[src/rtl/wpm_pkg.sv]
package wpm_pkg;

    // Operation codes carried on s_operation.
    typedef enum logic [1:0] {
        OP_APPEND = 2'd0,
        OP_TEXT   = 2'd1,
        OP_FINISH = 2'd2
    } op_t;

    localparam logic [7:0] STAR_CHAR  = 8'h2A;
    localparam logic [7:0] ANY_CHAR   = 8'h3F;
    localparam logic [7:0] UPPER_A    = 8'h41;
    localparam logic [7:0] UPPER_Z    = 8'h5A;
    localparam logic [7:0] CASE_SHIFT = 8'h20;

    // Signals that one cell hands to its right-hand neighbor.
    typedef struct packed {
        logic head;    // set only on the fixed column in front of the first cell
        logic valid;   // this column holds a pattern character
        logic start;   // start-row bit of this column
        logic match;   // current match-row bit of this column
        logic ripple;  // next match-row bit, computed this cycle
    } wpm_link_t;

    // Command broadcast to every cell for the accepted transfer.
    typedef struct packed {
        logic       append;
        logic       text;
        logic       finish;
        logic       clear;
        logic [7:0] ch_fold;
        logic       is_star;
        logic       is_any;
    } wpm_cmd_t;

    function automatic logic [7:0] fold_case(input logic [7:0] c);
        logic [7:0] r;
        r = c;
        if (c >= UPPER_A && c <= UPPER_Z) begin
            r = c + CASE_SHIFT;
        end
        return r;
    endfunction

endpackage

[src/rtl/wpm_cell.sv]
module wpm_cell (
    input  logic               aclk,
    input  logic               aresetn,
    input  wpm_pkg::wpm_cmd_t  cmd,
    input  wpm_pkg::wpm_link_t left,
    output wpm_pkg::wpm_link_t right
);
    import wpm_pkg::*;

    logic       valid_reg, valid_next;
    logic       start_reg, start_next;
    logic       match_reg, match_next;
    logic [7:0] pat_reg;
    logic       star_reg;
    logic       any_reg;
    logic       sel;
    logic       hit;
    logic       ripple;

    // This cell takes the appended character when it is the first free column.
    assign sel = cmd.clear ? left.head : (left.valid & ~valid_reg);
    assign hit = any_reg | (pat_reg == cmd.ch_fold);
    assign ripple = valid_reg & (star_reg ? (left.ripple | match_reg)
                                          : (hit & left.match));

    always_comb begin
        valid_next = valid_reg;
        start_next = start_reg;
        match_next = match_reg;
        if (cmd.append) begin
            valid_next = cmd.clear ? left.head : (valid_reg | sel);
            if (sel) begin
                start_next = cmd.is_star & left.start;
            end else if (cmd.clear) begin
                start_next = 1'b0;
            end
            match_next = start_next;
        end else if (cmd.text) begin
            match_next = ripple;
        end else if (cmd.finish) begin
            match_next = start_reg;
        end
    end

    always_ff @(posedge aclk) begin
        if (!aresetn) begin
            valid_reg <= 1'b0;
            start_reg <= 1'b0;
            match_reg <= 1'b0;
        end else begin
            valid_reg <= valid_next;
            start_reg <= start_next;
            match_reg <= match_next;
        end
    end

    always_ff @(posedge aclk) begin
        if (cmd.append && sel) begin
            pat_reg  <= cmd.ch_fold;
            star_reg <= cmd.is_star;
            any_reg  <= cmd.is_any;
        end
    end

    assign right.head   = 1'b0;
    assign right.valid  = valid_reg;
    assign right.start  = start_reg;
    assign right.match  = match_reg;
    assign right.ripple = ripple;

endmodule

[src/rtl/wildcard_pattern_matcher.sv]
// Latency: a finish transfer shows its result on the m_ channel in the next cycle.
// Throughput: one transfer per cycle of any operation, unless a result waits
// on m_ with m_ready low; text bytes ripple a prefix OR through the row of cells combinationally.
// Reset (aresetn low, synchronous): empty pattern, start row with only the
// leftmost column set, overflow cleared, no result pending.
module wildcard_pattern_matcher #(
    parameter int PATTERN_MAX = 32
) (
    input  logic       aclk,
    input  logic       aresetn,
    input  logic       s_valid,
    output logic       s_ready,
    input  logic [1:0] s_operation,
    input  logic [7:0] s_char_value,
    output logic       m_valid,
    input  logic       m_ready,
    output logic       m_matched,
    output logic       m_pattern_overflow
);
    import wpm_pkg::*;

    // The pattern lives in a row of cells, one per pattern character. Cell k
    // holds column k of the match row and of the start row; column zero is the
    // fixed head in front of the row. A cell's valid bit tells that it holds a
    // character, so the valid bits form the pattern length as a thermometer code.
    // Match-row bits beyond the pattern length always stay zero.

    wpm_link_t links [0:PATTERN_MAX];
    wpm_cmd_t  cmd;

    logic s_xfer;
    logic pending_reg, pending_next;
    logic ovf_reg, ovf_next;
    logic match0_reg, match0_next;
    logic row_hit;

    logic m_valid_reg;
    logic m_matched_reg;
    logic m_pattern_overflow_reg;

    // The output register parts the two sides: a new transfer is taken while
    // a result is being handed over in the same cycle.
    assign s_ready = ~m_valid_reg | m_ready;
    assign s_xfer  = s_valid & s_ready;

    always_comb begin
        cmd         = '0;
        cmd.clear   = pending_reg;
        cmd.ch_fold = fold_case(s_char_value);
        cmd.is_star = (s_char_value == STAR_CHAR);
        cmd.is_any  = (s_char_value == ANY_CHAR);
        if (s_xfer) begin
            unique case (s_operation)
                OP_APPEND: cmd.append = 1'b1;
                OP_TEXT:   cmd.text   = 1'b1;
                OP_FINISH: cmd.finish = 1'b1;
                default:   ;
            endcase
        end
    end

    // The head column: always valid, start bit always set.
    assign links[0].head   = 1'b1;
    assign links[0].valid  = 1'b1;
    assign links[0].start  = 1'b1;
    assign links[0].match  = match0_reg;
    assign links[0].ripple = 1'b0;

    for (genvar k = 1; k <= PATTERN_MAX; k++) begin : g_cell
        wpm_cell u_cell (
            .aclk    (aclk),
            .aresetn (aresetn),
            .cmd     (cmd),
            .left    (links[k-1]),
            .right   (links[k])
        );
    end

    // The last valid column holds the whole-pattern match bit.
    always_comb begin
        row_hit = links[PATTERN_MAX].valid & links[PATTERN_MAX].match;
        for (int j = 0; j < PATTERN_MAX; j++) begin
            row_hit = row_hit |
                      (links[j].valid & ~links[j+1].valid & links[j].match);
        end
    end

    always_comb begin
        pending_next = pending_reg;
        ovf_next     = ovf_reg;
        match0_next  = match0_reg;
        if (cmd.append) begin
            pending_next = 1'b0;
            // With every cell in use, the character is dropped.
            ovf_next     = pending_reg ? 1'b0 : (ovf_reg | links[PATTERN_MAX].valid);
            match0_next  = 1'b1;
        end else if (cmd.text) begin
            match0_next  = 1'b0;
        end else if (cmd.finish) begin
            pending_next = 1'b1;
            match0_next  = 1'b1;
        end
    end

    always_ff @(posedge aclk) begin
        if (!aresetn) begin
            pending_reg <= 1'b1;
            ovf_reg     <= 1'b0;
            match0_reg  <= 1'b1;
            m_valid_reg <= 1'b0;
        end else begin
            pending_reg <= pending_next;
            ovf_reg     <= ovf_next;
            match0_reg  <= match0_next;
            if (cmd.finish) begin
                m_valid_reg <= 1'b1;
            end else if (m_ready) begin
                m_valid_reg <= 1'b0;
            end
        end
    end

    // An overflowed pattern never reports a match.
    always_ff @(posedge aclk) begin
        if (cmd.finish) begin
            m_matched_reg          <= ~ovf_reg & row_hit;
            m_pattern_overflow_reg <= ovf_reg;
        end
    end

    assign m_valid            = m_valid_reg;
    assign m_matched          = m_matched_reg;
    assign m_pattern_overflow = m_pattern_overflow_reg;

endmodule

[config.mk]
export PLATFORM = sky130hd
export DESIGN_NAME = wildcard_pattern_matcher
export DESIGN_NICKNAME = d
export VERILOG_FILES = /design/src/rtl/wpm_pkg.sv /design/src/rtl/wpm_cell.sv /design/src/rtl/wildcard_pattern_matcher.sv
export SDC_FILE = /design/constraint.sdc
export NUM_CORES = 1
export LEC_CHECK = 0
export ABC_AREA = 1
export BUFFER_PORTS_ARGS = -buffer_cell sky130_fd_sc_hd__buf_2
export CORE_ASPECT_RATIO = 0.7
export CORE_MARGIN = 3
export CORE_UTILIZATION = 45
export CTS_BUF_LIST = sky130_fd_sc_hd__clkbuf_16
export DETAILED_ROUTE_END_ITERATION = 8
export PLACE_DENSITY_LB_ADDON = 0.1
export SETUP_SLACK_MARGIN = 0.15
export SLEW_MARGIN = 20
export SYNTH_ARGS = -nofsm -noshare
export SYNTH_HDL_FRONTEND = slang
export SYNTH_HIERARCHICAL = 1
export SYNTH_SLANG_ARGS = --single-unit
export TNS_END_PERCENT = 100
[constraint.sdc]
create_clock -name aclk -period 54.8 [get_ports aclk]
set_input_delay 16.44 -clock aclk [delete_from_list [all_inputs] [get_ports aclk]]
set_output_delay 16.44 -clock aclk [all_outputs]
set_load 0.05 [all_outputs]
==> flow_metrics.tcl <==
set metrics [dict create \
    antenna_found_initial 3 \
    setup.worst_path.start_class "primary input" \
    gp_congestion 0.764 \
    cellPowerDensity_nw_per_um2 29.9 \
    cts_buffers 45 \
    avgSynthCellArea_um2 8.06 \
    total_power_uw 724 \
    mostFrequentLayoutCells "nand2_1 (836), inv_1 (579), edfxtp_1 (322), nor2_1 (271), xnor2_1 (128)" \
    multi_input_area_um2 7840 \
    cts.sinks 422 \
    die_y_um 194 \
    hold_violations 0 \
    vias_per_cell 4.73 \
    wl_um 50800 \
    wire_per_inst_um 14.7 \
    period_share 0.608 \
    worstPathArrival_ns 16.88 \
    drv_slew 0 \
    fp.dieArea_um2 53400 \
    clockRootBuffer "clkbuf_16" \
    rsz0062_at_grt "no" \
    hp-class "flop to flop" \
    critical_path.max_fanout 3 \
    layout_commonest_cell "nand2_1" \
    grt_max_degree 97 \
    whs_ns 0.504 \
    drt_iter0_markers 1156 \
    clkTransAtPathRegs_ns 0.06 \
    ir_drop_v 0.0000350 \
    dr.pass1.iters 5 \
    grt_pass1_vias 15484 \
    dieWidth_um 275 \
    areaGrowthSynthToFinish_pct 6.33 \
    cp.required_ns 38.36 \
    post_cts_buffers 0 \
    grt_util_all_layers 0.192 \
    synth_area_um2 22800 \
    slew_headroom 0.242 \
    num_rows 68 \
    htree_levels 2 \
    clock.fmax_mhz 30.0 \
    coreArea_um2 49700 \
    cts_resized 0 \
    remaining_drc_errors 0 \
    utilization 0.488 \
    overflow 0 \
    worst_pin_slew_ns 1.14 \
    largest_reg_flops 256 \
    status "completed" \
    hpwl_um 31800 \
    clk_path_buf_depth 3 \
    start_util 0.459 \
    path_class "primary input to primary output" \
    syn_inst 2828 \
    nets 2777 \
    drive_gt1_frac 0.0536 \
    dr_total_vias 16399 \
    setup_tns_ns 0 \
    r2r_setup_slack_ns 44.04 \
    cp-end-kind "primary output" \
    ant_nets 0 \
    io_buffers 17 \
    nFillCells 4723 \
    grt_pass1_wl_um 82000 \
    setup_viol 0 \
    cap_violations 0 \
    cts_tree "built" \
    io_pins 18 \
    fin_skew_ns 0.0270 \
    leakagePower_nw 10.9 \
    ctsHoldBuffers 0 \
    clkLatencyLatePin_ns 0.55 \
    layout_min_cycle_time_ns 33.32 \
    seq_area_um2 11700 \
    yosysWarnings 6 \
]
-- worst max-delay path, stage by stage --
cell,delay [ns]
buf_2,0.07
inv_1,0.04
nand2_2,0.07
buf_2,0.26
-- layout make-up --
| type | count | area share |
|---|---|---|
| sequential | 422 | 0.482 |
| inverter | 571 | 0.0885 |
| timing repair buffer | 41 | 0.0115 |
| multi-input combinational | 1681 | 0.324 |
| clock buffer | 46 | 0.0475 |
| clock inverter | 37 | 0.0124 |
| tap | 665 | 0.0343 |
| antenna | 2 | 0.000207 |
-- report_power, final --
group          switching [mW]  leakage, nW  internal (mW)
combinational          0.0428         6.51         0.0204
clock                   0.127        0.747          0.176
sequential            0.00613         3.66          0.352
-- per-stage QoR --
step | worst slack (ns) | std cells | instance area [um2]
after floorplan | 21.67 | 2831 | 22800
after global placement | 21.46 | 3380 | 22800
after detailed placement | 21.48 | 3380 | 22800
after CTS | 21.48 | 3463 | 24200
after global routing | 21.44 | 3465 | 24200
final | 21.48 | 3465 | 24200
-- path summary, 6_finish.rpt --
path	from	to	cells past startpoint
setup / recovery	m_ready	s_ready	4
hold / removal	m_valid	m_valid	2
setup reg to reg	g_cell[1].u_cell/pat_reg[3]	g_cell[32].u_cell/match_reg	137
hold reg to reg	m_valid	m_valid	2
-- layer usage --
metal / up-vias / wire [um] / GRT usage
li1: 8486 / - / -
met1: 7477 / 25900 / 0.285
met2: 351 / 21100 / 0.290
met3: 83 / 2520 / 0.0322
met4: 2 / 1190 / 0.0506
met5: - / 13 / 0
Power figures use the tool's default switching activity.
